### src/ll1tsr_pkg.sv
// Package with the symbol codes, status codes, states and grammar ROM of the LL(1) recognizer.
package ll1tsr_pkg;

  typedef logic [4:0] sym_t;
  typedef logic [4:0] rule_idx_t;
  typedef logic [2:0] rule_len_t;
  typedef logic [2:0] status_t;

  // Terminals are 0..15 with the end marker at 15; nonterminals start at 16.
  localparam sym_t SYM_END   = 5'd15;
  localparam sym_t SYM_START = 5'd16;
  localparam sym_t SYM_ZERO  = 5'd0;

  localparam logic [3:0] NT_COUNT = 4'd13;
  localparam rule_idx_t RULE_NONE  = 5'd31;
  localparam rule_idx_t RULE_COUNT = 5'd18;
  localparam int PROD_MAX = 5;

  // Result status codes.
  localparam status_t ST_CONSUMED = 3'd0;
  localparam status_t ST_ACCEPTED = 3'd1;
  localparam status_t ST_NO_RULE  = 3'd2;
  localparam status_t ST_MISMATCH = 3'd3;
  localparam status_t ST_OVERFLOW = 3'd4;
  localparam status_t ST_IGNORED  = 3'd5;

  // Sequencer states.
  typedef enum logic [2:0] {
    S_IDLE,
    S_INIT,
    S_FETCH,
    S_EVAL,
    S_PUSH,
    S_DONE
  } state_t;

  // Length of each production's right-hand side.
  localparam rule_len_t RULE_LEN [18] = '{
    3'd4, 3'd2, 3'd0, 3'd5, 3'd2, 3'd1, 3'd1, 3'd1, 3'd4,
    3'd5, 3'd5, 3'd2, 3'd3, 3'd2, 3'd3, 3'd1, 3'd1, 3'd3
  };

  // Right-hand sides, written left to right; pushed from the right end.
  localparam sym_t RULE_SYM [18][PROD_MAX] = '{
    '{5'd0,  5'd17, 5'd19, 5'd1,  5'd0},
    '{5'd18, 5'd17, 5'd0,  5'd0,  5'd0},
    '{5'd0,  5'd0,  5'd0,  5'd0,  5'd0},
    '{5'd2,  5'd6,  5'd3,  5'd4,  5'd5},
    '{5'd20, 5'd19, 5'd0,  5'd0,  5'd0},
    '{5'd21, 5'd0,  5'd0,  5'd0,  5'd0},
    '{5'd22, 5'd0,  5'd0,  5'd0,  5'd0},
    '{5'd23, 5'd0,  5'd0,  5'd0,  5'd0},
    '{5'd6,  5'd7,  5'd24, 5'd5,  5'd0},
    '{5'd8,  5'd9,  5'd6,  5'd10, 5'd5},
    '{5'd11, 5'd9,  5'd24, 5'd10, 5'd5},
    '{5'd26, 5'd25, 5'd0,  5'd0,  5'd0},
    '{5'd12, 5'd26, 5'd25, 5'd0,  5'd0},
    '{5'd28, 5'd27, 5'd0,  5'd0,  5'd0},
    '{5'd13, 5'd28, 5'd27, 5'd0,  5'd0},
    '{5'd6,  5'd0,  5'd0,  5'd0,  5'd0},
    '{5'd14, 5'd0,  5'd0,  5'd0,  5'd0},
    '{5'd9,  5'd24, 5'd10, 5'd0,  5'd0}
  };

  // Parse table: row is the nonterminal, column the token; 31 means no rule.
  localparam rule_idx_t PARSE_TABLE [13][16] = '{
    '{5'd0,  5'd31, 5'd31, 5'd31, 5'd31, 5'd31, 5'd31, 5'd31,
      5'd31, 5'd31, 5'd31, 5'd31, 5'd31, 5'd31, 5'd31, 5'd31},
    '{5'd31, 5'd2,  5'd1,  5'd31, 5'd31, 5'd31, 5'd2,  5'd31,
      5'd2,  5'd31, 5'd31, 5'd2,  5'd31, 5'd31, 5'd31, 5'd31},
    '{5'd31, 5'd31, 5'd3,  5'd31, 5'd31, 5'd31, 5'd31, 5'd31,
      5'd31, 5'd31, 5'd31, 5'd31, 5'd31, 5'd31, 5'd31, 5'd31},
    '{5'd31, 5'd2,  5'd31, 5'd31, 5'd31, 5'd31, 5'd4,  5'd31,
      5'd4,  5'd31, 5'd31, 5'd4,  5'd31, 5'd31, 5'd31, 5'd31},
    '{5'd31, 5'd31, 5'd31, 5'd31, 5'd31, 5'd31, 5'd5,  5'd31,
      5'd6,  5'd31, 5'd31, 5'd7,  5'd31, 5'd31, 5'd31, 5'd31},
    '{5'd31, 5'd31, 5'd31, 5'd31, 5'd31, 5'd31, 5'd8,  5'd31,
      5'd31, 5'd31, 5'd31, 5'd31, 5'd31, 5'd31, 5'd31, 5'd31},
    '{5'd31, 5'd31, 5'd31, 5'd31, 5'd31, 5'd31, 5'd31, 5'd31,
      5'd9,  5'd31, 5'd31, 5'd31, 5'd31, 5'd31, 5'd31, 5'd31},
    '{5'd31, 5'd31, 5'd31, 5'd31, 5'd31, 5'd31, 5'd31, 5'd31,
      5'd31, 5'd31, 5'd31, 5'd10, 5'd31, 5'd31, 5'd31, 5'd31},
    '{5'd31, 5'd31, 5'd31, 5'd31, 5'd31, 5'd31, 5'd11, 5'd31,
      5'd31, 5'd11, 5'd31, 5'd31, 5'd31, 5'd31, 5'd11, 5'd31},
    '{5'd31, 5'd31, 5'd31, 5'd31, 5'd31, 5'd2,  5'd31, 5'd31,
      5'd31, 5'd31, 5'd2,  5'd31, 5'd12, 5'd31, 5'd31, 5'd31},
    '{5'd31, 5'd31, 5'd31, 5'd31, 5'd31, 5'd31, 5'd13, 5'd31,
      5'd31, 5'd13, 5'd31, 5'd31, 5'd31, 5'd31, 5'd13, 5'd31},
    '{5'd31, 5'd31, 5'd31, 5'd31, 5'd31, 5'd2,  5'd31, 5'd31,
      5'd31, 5'd31, 5'd2,  5'd31, 5'd2,  5'd14, 5'd31, 5'd31},
    '{5'd31, 5'd31, 5'd31, 5'd31, 5'd31, 5'd31, 5'd15, 5'd31,
      5'd31, 5'd17, 5'd31, 5'd31, 5'd31, 5'd31, 5'd16, 5'd31}
  };

endpackage

### src/ll1tsr_ifs.sv
// Valid/ready channel interfaces for the token input and the parse result output.
interface ll1tsr_tok_if;
  logic       valid;
  logic       ready;
  logic       start_flag;
  logic [3:0] token_code;

  modport source (output valid, output start_flag, output token_code, input ready);
  modport sink (input valid, input start_flag, input token_code, output ready);
endinterface

interface ll1tsr_res_if;
  logic       valid;
  logic       ready;
  logic [2:0] status;
  logic [4:0] expected_symbol;

  modport source (output valid, output status, output expected_symbol, input ready);
  modport sink (input valid, input status, input expected_symbol, output ready);
endinterface

### src/ll1_token_stream_recognizer.sv
// LL(1) recognizer top level: symbol stack memory, stack pointer unit and parse sequencer.
//
// Takes one token item at a time and returns one result item per token. A small sequencer
// drives a single-port symbol stack (one write or one registered read per cycle) and one
// stack pointer adder/compare. An accepted token goes through S_INIT when start_flag is set,
// then S_FETCH (stack read) and S_EVAL; each nonterminal expansion on the way passes through
// S_PUSH once per pushed symbol and returns to S_FETCH. A token that is ignored while waiting
// for start goes straight from idle to S_DONE, where every token's result is loaded into an
// output register once it is free. The result waits there, and the next token is accepted
// only once the sequencer is back in idle, not while the last one is still in progress. The
// stack needs no clearing after reset.
module ll1_token_stream_recognizer
  import ll1tsr_pkg::*;
#(
  parameter int STACK_DEPTH = 128
) (
  input logic          clk,
  input logic          rst,
  ll1tsr_tok_if.sink   token_ch,
  ll1tsr_res_if.source result_ch
);

  localparam int AW  = $clog2(STACK_DEPTH);
  localparam int SPW = $clog2(STACK_DEPTH + 1);
  localparam logic [SPW:0] DEPTH_EXT = (SPW + 1)'(STACK_DEPTH);

  // Symbol stack memory.
  sym_t            stack_mem [STACK_DEPTH];
  sym_t            rd_data;
  logic            rd_en;
  logic [AW-1:0]   rd_addr;
  logic            wr_en;
  logic [AW-1:0]   wr_addr;
  sym_t            wr_data;

  // Sequencer and datapath registers.
  state_t          state;
  state_t          state_next;
  logic [SPW-1:0]  sp;
  logic [SPW-1:0]  sp_next;
  logic            parse_ended;
  logic            parse_ended_next;
  logic [3:0]      tok;
  logic [3:0]      tok_next;
  rule_idx_t       rule_idx;
  rule_idx_t       rule_idx_next;
  rule_len_t       push_cnt;
  rule_len_t       push_cnt_next;
  status_t         res_status;
  status_t         res_status_next;
  sym_t            res_symbol;
  sym_t            res_symbol_next;
  logic            out_valid;
  logic            out_valid_next;
  status_t         out_status;
  status_t         out_status_next;
  sym_t            out_symbol;
  sym_t            out_symbol_next;

  // Shared stack pointer unit and table lookup.
  logic            accept;
  logic            out_free;
  logic [SPW-1:0]  sp_dec;
  logic            nt_ok;
  rule_idx_t       rule_sel;
  logic            rule_ok;
  rule_len_t       rule_len;
  logic [SPW:0]    sp_need;

  assign accept   = token_ch.valid && token_ch.ready;
  assign out_free = !out_valid || result_ch.ready;
  assign token_ch.ready = (state == S_IDLE);

  assign result_ch.valid           = out_valid;
  assign result_ch.status          = out_status;
  assign result_ch.expected_symbol = out_symbol;

  assign sp_dec   = sp - SPW'(1);
  assign nt_ok    = rd_data[4] && (rd_data[3:0] < NT_COUNT);
  assign rule_sel = nt_ok ? PARSE_TABLE[rd_data[3:0]][tok] : RULE_NONE;
  assign rule_ok  = rule_sel < RULE_COUNT;
  assign rule_len = rule_ok ? RULE_LEN[rule_sel] : 3'd0;
  assign sp_need  = {1'b0, sp_dec} + (SPW + 1)'(rule_len);

  // Stack memory: one write or one registered read per cycle.
  always_ff @(posedge clk) begin
    if (wr_en) begin
      stack_mem[wr_addr] <= wr_data;
    end
    if (rd_en) begin
      rd_data <= stack_mem[rd_addr];
    end
  end

  // Next state of the sequencer.
  always_comb begin
    state_next = state;
    case (state)
      S_IDLE: begin
        if (accept) begin
          if (token_ch.start_flag) begin
            state_next = S_INIT;
          end else if (parse_ended) begin
            state_next = S_DONE;
          end else begin
            state_next = S_FETCH;
          end
        end
      end
      S_INIT: state_next = S_FETCH;
      S_FETCH: begin
        state_next = (sp == '0) ? S_DONE : S_EVAL;
      end
      S_EVAL: begin
        if (!rd_data[4] || !rule_ok || (sp_need > DEPTH_EXT)) begin
          state_next = S_DONE;
        end else if (rule_len == 3'd0) begin
          state_next = S_FETCH;
        end else begin
          state_next = S_PUSH;
        end
      end
      S_PUSH: begin
        if (push_cnt == 3'd1) begin
          state_next = S_FETCH;
        end
      end
      S_DONE: begin
        if (out_free) begin
          state_next = S_IDLE;
        end
      end
      default: state_next = S_IDLE;
    endcase
  end

  // Datapath controls and register updates for each state.
  always_comb begin
    rd_en            = 1'b0;
    rd_addr          = sp_dec[AW-1:0];
    wr_en            = 1'b0;
    wr_addr          = sp[AW-1:0];
    wr_data          = RULE_SYM[rule_idx][push_cnt - 3'd1];
    sp_next          = sp;
    parse_ended_next = parse_ended;
    tok_next         = tok;
    rule_idx_next    = rule_idx;
    push_cnt_next    = push_cnt;
    res_status_next  = res_status;
    res_symbol_next  = res_symbol;
    out_valid_next   = out_valid && !result_ch.ready;
    out_status_next  = out_status;
    out_symbol_next  = out_symbol;
    case (state)
      S_IDLE: begin
        if (accept) begin
          tok_next        = token_ch.token_code;
          res_status_next = ST_IGNORED;
          res_symbol_next = SYM_ZERO;
          // Start of a new parse: end marker goes to the bottom entry.
          if (token_ch.start_flag) begin
            wr_en   = 1'b1;
            wr_addr = '0;
            wr_data = SYM_END;
          end
        end
      end
      S_INIT: begin
        wr_en            = 1'b1;
        wr_addr          = AW'(1);
        wr_data          = SYM_START;
        sp_next          = SPW'(2);
        parse_ended_next = 1'b0;
      end
      S_FETCH: begin
        // An empty stack reads as a mismatch against the end marker.
        if (sp == '0) begin
          parse_ended_next = 1'b1;
          res_status_next  = ST_MISMATCH;
          res_symbol_next  = SYM_END;
        end else begin
          rd_en = 1'b1;
        end
      end
      S_EVAL: begin
        if (!rd_data[4]) begin
          // Terminal on top: accept, consume or mismatch.
          if ((rd_data == SYM_END) && (tok == SYM_END[3:0])) begin
            parse_ended_next = 1'b1;
            res_status_next  = ST_ACCEPTED;
            res_symbol_next  = SYM_ZERO;
          end else if (rd_data == {1'b0, tok}) begin
            sp_next         = sp_dec;
            res_status_next = ST_CONSUMED;
            res_symbol_next = SYM_ZERO;
          end else begin
            parse_ended_next = 1'b1;
            res_status_next  = ST_MISMATCH;
            res_symbol_next  = rd_data;
          end
        end else if (!rule_ok) begin
          parse_ended_next = 1'b1;
          res_status_next  = ST_NO_RULE;
          res_symbol_next  = rd_data;
        end else if (sp_need > DEPTH_EXT) begin
          parse_ended_next = 1'b1;
          res_status_next  = ST_OVERFLOW;
          res_symbol_next  = rd_data;
        end else begin
          // Pop the nonterminal and start pushing its production from the right.
          sp_next       = sp_dec;
          rule_idx_next = rule_sel;
          push_cnt_next = rule_len;
        end
      end
      S_PUSH: begin
        wr_en         = 1'b1;
        sp_next       = sp + SPW'(1);
        push_cnt_next = push_cnt - 3'd1;
      end
      S_DONE: begin
        if (out_free) begin
          out_valid_next  = 1'b1;
          out_status_next = res_status;
          out_symbol_next = res_symbol;
        end
      end
      default: begin
      end
    endcase
  end

  // Control registers take reset; payload registers do not.
  always_ff @(posedge clk) begin
    if (rst) begin
      state       <= S_IDLE;
      sp          <= '0;
      parse_ended <= 1'b1;
      out_valid   <= 1'b0;
    end else begin
      state       <= state_next;
      sp          <= sp_next;
      parse_ended <= parse_ended_next;
      out_valid   <= out_valid_next;
    end
    tok        <= tok_next;
    rule_idx   <= rule_idx_next;
    push_cnt   <= push_cnt_next;
    res_status <= res_status_next;
    res_symbol <= res_symbol_next;
    out_status <= out_status_next;
    out_symbol <= out_symbol_next;
  end

endmodule

### src/flat_wrapper.sv
// flat-port wrapper written by rule: the top's interface ports become plain ports
module ll1_token_stream_recognizer_flat import ll1tsr_pkg::*;
#(
  parameter int STACK_DEPTH = 128
)
  (clk, rst, token_ch_valid, token_ch_start_flag, token_ch_token_code, token_ch_ready, result_ch_valid, result_ch_status, result_ch_expected_symbol, result_ch_ready);
  ll1tsr_tok_if token_ch_i ();
  ll1tsr_res_if result_ch_i ();
  input logic clk;
  input logic rst;
  input wire logic [$bits(token_ch_i.valid)-1:0] token_ch_valid;
  input wire logic [$bits(token_ch_i.start_flag)-1:0] token_ch_start_flag;
  input wire logic [$bits(token_ch_i.token_code)-1:0] token_ch_token_code;
  output wire logic [$bits(token_ch_i.ready)-1:0] token_ch_ready;
  output wire logic [$bits(result_ch_i.valid)-1:0] result_ch_valid;
  output wire logic [$bits(result_ch_i.status)-1:0] result_ch_status;
  output wire logic [$bits(result_ch_i.expected_symbol)-1:0] result_ch_expected_symbol;
  input wire logic [$bits(result_ch_i.ready)-1:0] result_ch_ready;
  assign token_ch_i.valid = token_ch_valid;
  assign token_ch_i.start_flag = token_ch_start_flag;
  assign token_ch_i.token_code = token_ch_token_code;
  assign token_ch_ready = token_ch_i.ready;
  assign result_ch_valid = result_ch_i.valid;
  assign result_ch_status = result_ch_i.status;
  assign result_ch_expected_symbol = result_ch_i.expected_symbol;
  assign result_ch_i.ready = result_ch_ready;
  ll1_token_stream_recognizer #(.STACK_DEPTH(STACK_DEPTH)) u_core (.clk(clk), .rst(rst), .token_ch(token_ch_i), .result_ch(result_ch_i));
endmodule
### config.mk
export PLATFORM = sky130hd
export DESIGN_NAME = ll1_token_stream_recognizer_flat
export DESIGN_NICKNAME = d
export VERILOG_FILES = /design/src/ll1tsr_pkg.sv /design/src/ll1tsr_ifs.sv /design/src/ll1_token_stream_recognizer.sv /design/src/flat_wrapper.sv
export SDC_FILE = /design/constraint.sdc
export NUM_CORES = 1
export LEC_CHECK = 0
export ABC_AREA = 1
export ABC_CLOCK_PERIOD_IN_PS = 20800
export BUFFER_PORTS_ARGS = -buffer_cell sky130_fd_sc_hd__buf_4
export CORE_ASPECT_RATIO = 1.75
export CORE_MARGIN = 2
export CORE_UTILIZATION = 50
export DETAILED_ROUTE_END_ITERATION = 10
export PLACE_DENSITY_LB_ADDON = 0.2
export REMOVE_ABC_BUFFERS = 1
export SLEW_MARGIN = 25
export SYNTH_ARGS = -nofsm -noshare
export SYNTH_HDL_FRONTEND = slang
export SYNTH_SLANG_ARGS = --single-unit
### constraint.sdc
create_clock -name clk -period 20.8 [get_ports clk]
set_input_delay 1.04 -clock clk [delete_from_list [all_inputs] [get_ports clk]]
set_output_delay 1.04 -clock clk [all_outputs]
set_load 0.03 [all_outputs]
==> results by group <==
Synthesis
  • Largest family of logic cells by synthesized area: compound AO/OA/AOI/OAI gates
  • Multiplexer share of the synthesized area: 0%
  • Area contributors post-synth: edfxtp_1, nor2_1, o21ai_0
  • Synth Area in Compound Gates: 13.5%
  • EDFF count, synth: 673
  • Asr flop ratio synth: 0%
  • Prevailing post-synth register cell: edfxtp_1
  • Post-synthesis cell count: 2526
  • Post-Synth XOR/XNOR Area: 0.375%
  • Synth Area in Simple Gates: between 10% and 20%
  • Post-synth top cells: edfxtp_1, nor2_1, o21ai_0, nand2_1, clkbuf_1
  • Avg Inst Size Synth: 11.7 µm²
  • Yosys Warn Count: 0
  • Synth area leader: edfxtp_1
  • Share of the synthesized area in the top cell type: 68.1%
  • Post-Syn Area: 29700 µm²
  • Top-count cell post-synth: edfxtp_1
  • Adder-cell share of the synthesized area: between 1 and 1.5%
  • Yosys reg bits: 686
  • Sequential fraction of the synthesis area: 69.0%
  • Distinct cell type count after synthesis: 54

Power and ir drop
  • Clock Power Share: 19.5%
  • Int Pwr: about 3000 µW
  • Sw power: ~2300 µW
  • Lkg Pwr: 0.0104 µW
  • Sw Share: 43.5%
  • Flop pwr share: between 30% and 40%
  • Peak VDD IR: 0.000123 V
  • Pwr/cell area: 166 nW/µm²
  • Combinational power share: 43.8%

Critical path
  • WP data required: 21080 ps
  • Crit path max fanout: 14
  • R2r endpoint: u_core.res_symbol[2]$_DFFE_PP_
  • CP delay by family, top: simple AND/OR/NAND/NOR gates
  • Reg2reg setup slack: 15180 ps
  • Levels on crit path: 28
  • Reg2reg start: u_core.rd_data[2]$_DFFE_PP_
  • Largest stage delay on the critical path: 690 ps
  • Startpoint type of the worst setup path: flip-flop
  • Endpoint class of the critical path: flip-flop
  • WP data arrival: between 5000 and 6000 ps
  • Worst r2r path cells: 28
  • Crit Path Category: flip-flop to flip-flop
  • CP bufs+invs: 2
  • Slowest-stage cell, CP: edfxtp_1

Clock tree
  • Worst skew pair latency: 620 ps
  • CTS root buffer: clkbuf_16
  • Clock sink count: 686
  • Clk buf depth: 3
  • Post-CTS setup buffer count: 0
  • CTS Buf Count: 58
  • CTS tree: built
  • Clock transition at path regs: 70 ps
  • CTS H-tree depth: 2
  • Hold_buf cts: 0
  • Cts repair resizes: 0

Layout
  • Fin area: 32200 µm²
  • Area Overhead vs Synth: 8.59%
  • Antenna diode count: 0
  • Layout Nets: roughly 2500
  • Fin cells: 3290
  • Share of post-route cells with drive strength above 1: 8.09%

Floorplan
  • Initial Utilization: about half
  • Die X: ~190 µm
  • Die Y: 326 µm
  • Core Box Area: 58900 µm²
  • Total die area: 61400 µm²
  • Boundary Pins: 19
  • Rows: 118

Drt
  • Total wire length: 79500 µm
  • Via count: slightly above 20000
  • Vias per std cell: roughly 6.1
  • Drt pass-1 iters: 5
  • Initial DRC Count: between 2000 and 2500
  • Residual DRC: 0
  • Avg WL per Cell: 24.1 µm
  • ANT nets after route: 0

STA
  • Final setup margin: 15180 ps
  • Sum of negative setup slack: 0 ps
  • Unrepaired setup endpoints after global routing: false
  • Setup skew after layout: 21.2 ps
  • Final hold viol count: 0
  • Final period util: 27.0%
  • # setup viols final: 0
  • Tightest Pin Transition: 997 ps
  • Final slew viol count: 0
  • Highest Clock Rate: 0.178 GHz
  • Tmin final: approximately 5600 ps
  • Slew Limit Headroom: 33.6%

Placement
  • Buffers on Ports: 18
  • RD Place Congestion: between 0.8 and 0.9
  • Dpl cells: approximately 3200
  • Pre-CTS setup slack: approximately 15000 ps
  • Placed Area: ~30000 µm²
  • DPL Wire Length: 48500 µm

Worst hold path
  • Worst hold endpoint: u_core.result_ch.status[2]$_DFFE_PP_
  • Hold path depth: 0
  • HP Start: u_core.res_status[2]$_DFFE_PP_
  • Hold Crit Class: flip-flop to flip-flop

Global routing
  • Initial antenna violation count: 0
  • Tot GR Track Use: 25.7%
  • Vias in the first global route: between 20000 and 25000
  • Pin count of the biggest net entering global routing: 177
  • Wire length of the first global-routing pass: 121000 µm
  • Remaining Overflow, GRT: 0

Flow run
  • Maxcap violations: 0

Outcome
  • Status: finished, final reports clean
==> logic make-up after synthesis <==
group,after synthesis
compound gates,679
xor+xnor,11
fa+ha+maj,29
buf+inv,256
flops,686
simple gates,865
==> power groups by stage <==
stage	clock network (µW)	registers (µW)	logic, µW
finish	1040	1960	2340
global route	1100	1960	2520
CTS	1050	1960	2330
detailed placement	0	1990	2330
global placement	0	1990	2290
floorplan	0	2070	1350
==> state kept, by name, indices dropped and copies added (netlist names) <==
signal	count
u_core.parse_ended	1
u_core.push_cnt	3
u_core.rd_data	5
u_core.res_status	3
u_core.res_symbol	5
u_core.result_ch.expected_symbol	5
u_core.result_ch.status	3
u_core.result_ch.valid	1
u_core.rule_idx	5
u_core.sp	8
u_core.stack_mem	640
u_core.state	3
u_core.tok	4
==> worst max-delay path by stage <==
| stage | start | end | slack, ps |
|---|---|---|---|
| floorplan | u_core.sp[0]$_SDFFE_PP0P_ | u_core.res_status[0]$_DFFE_PP_ | 5160 |
| global placement | u_core.rd_data[2]$_DFFE_PP_ | u_core.res_symbol[0]$_DFFE_PP_ | 15430 |
| detailed placement | u_core.rd_data[2]$_DFFE_PP_ | u_core.res_symbol[0]$_DFFE_PP_ | 15300 |
| CTS | u_core.rd_data[2]$_DFFE_PP_ | u_core.res_symbol[2]$_DFFE_PP_ | 15250 |
| global route | u_core.rd_data[2]$_DFFE_PP_ | u_core.res_symbol[2]$_DFFE_PP_ | 14720 |
| finish | u_core.rd_data[2]$_DFFE_PP_ | u_core.res_symbol[2]$_DFFE_PP_ | 15180 |
==> per-stage QoR <==
stage          utilization (%)  hold slack, ps  power (µW)
6_report                  54.7             424        5340
5_1_grt                   54.7             433        5580
4_1_cts                   54.7             425        5340
3_5_place_dp              51.7             411        4320
3_3_place_gp              51.6             405        4270
2_1_floorplan                -             400        3410
==> cells in the final DEF, fill, tap and decap left out, types with 9 or more instances in the layout <==
cell and n:
clkbuf_1 10, o211ai_1 19, nand2_1 160, inv_1 67, nand3_1 85, nor3_1 18
clkinv_1 15, dfxtp_1 12, inv_2 15, edfxtp_1 673, o22ai_1 96, nor2_1 528
o21ai_0 388, clkbuf_16 59, o21ai_1 9, a21oi_1 44, nand4_1 31, buf_4 42
ha_1 27, o221ai_1 85, nand2_2 9, a31oi_1 9, clkinv_2 14
==> worst reg2reg max path: cells and delay by family, from the launching register on <==
kind                     cells  cell delay, ps
flip-flops                   1             690
buffers and inverters        2             380
AND/OR/NAND/NOR             17            2150
AO/OA/AOI/OAI                5             780
adder cells (fa/ha/maj)      4            1290
==> area by class of cell <==
class / count / area (µm²)
inverters: 92 / 365
flip-flops and latches: 686 / 20500
clock buffers: 69 / 1510
multi-input cells: 1584 / 8260
clock inverters: 35 / 259
repair buffers: 44 / 363
fillers: 4891 / 26700
well taps: 780 / 976
==> per-layer routing <==
layer	GRT usage, %	up-vias	routed length [µm]
met3	2.66	213	4270
met1	29.6	10025	29000
met4	13.2	0	4120
met5	0	-	0
li1	-	9173	-
met2	47.1	757	42100
Note: power is estimated with default switching activity, not from simulation.
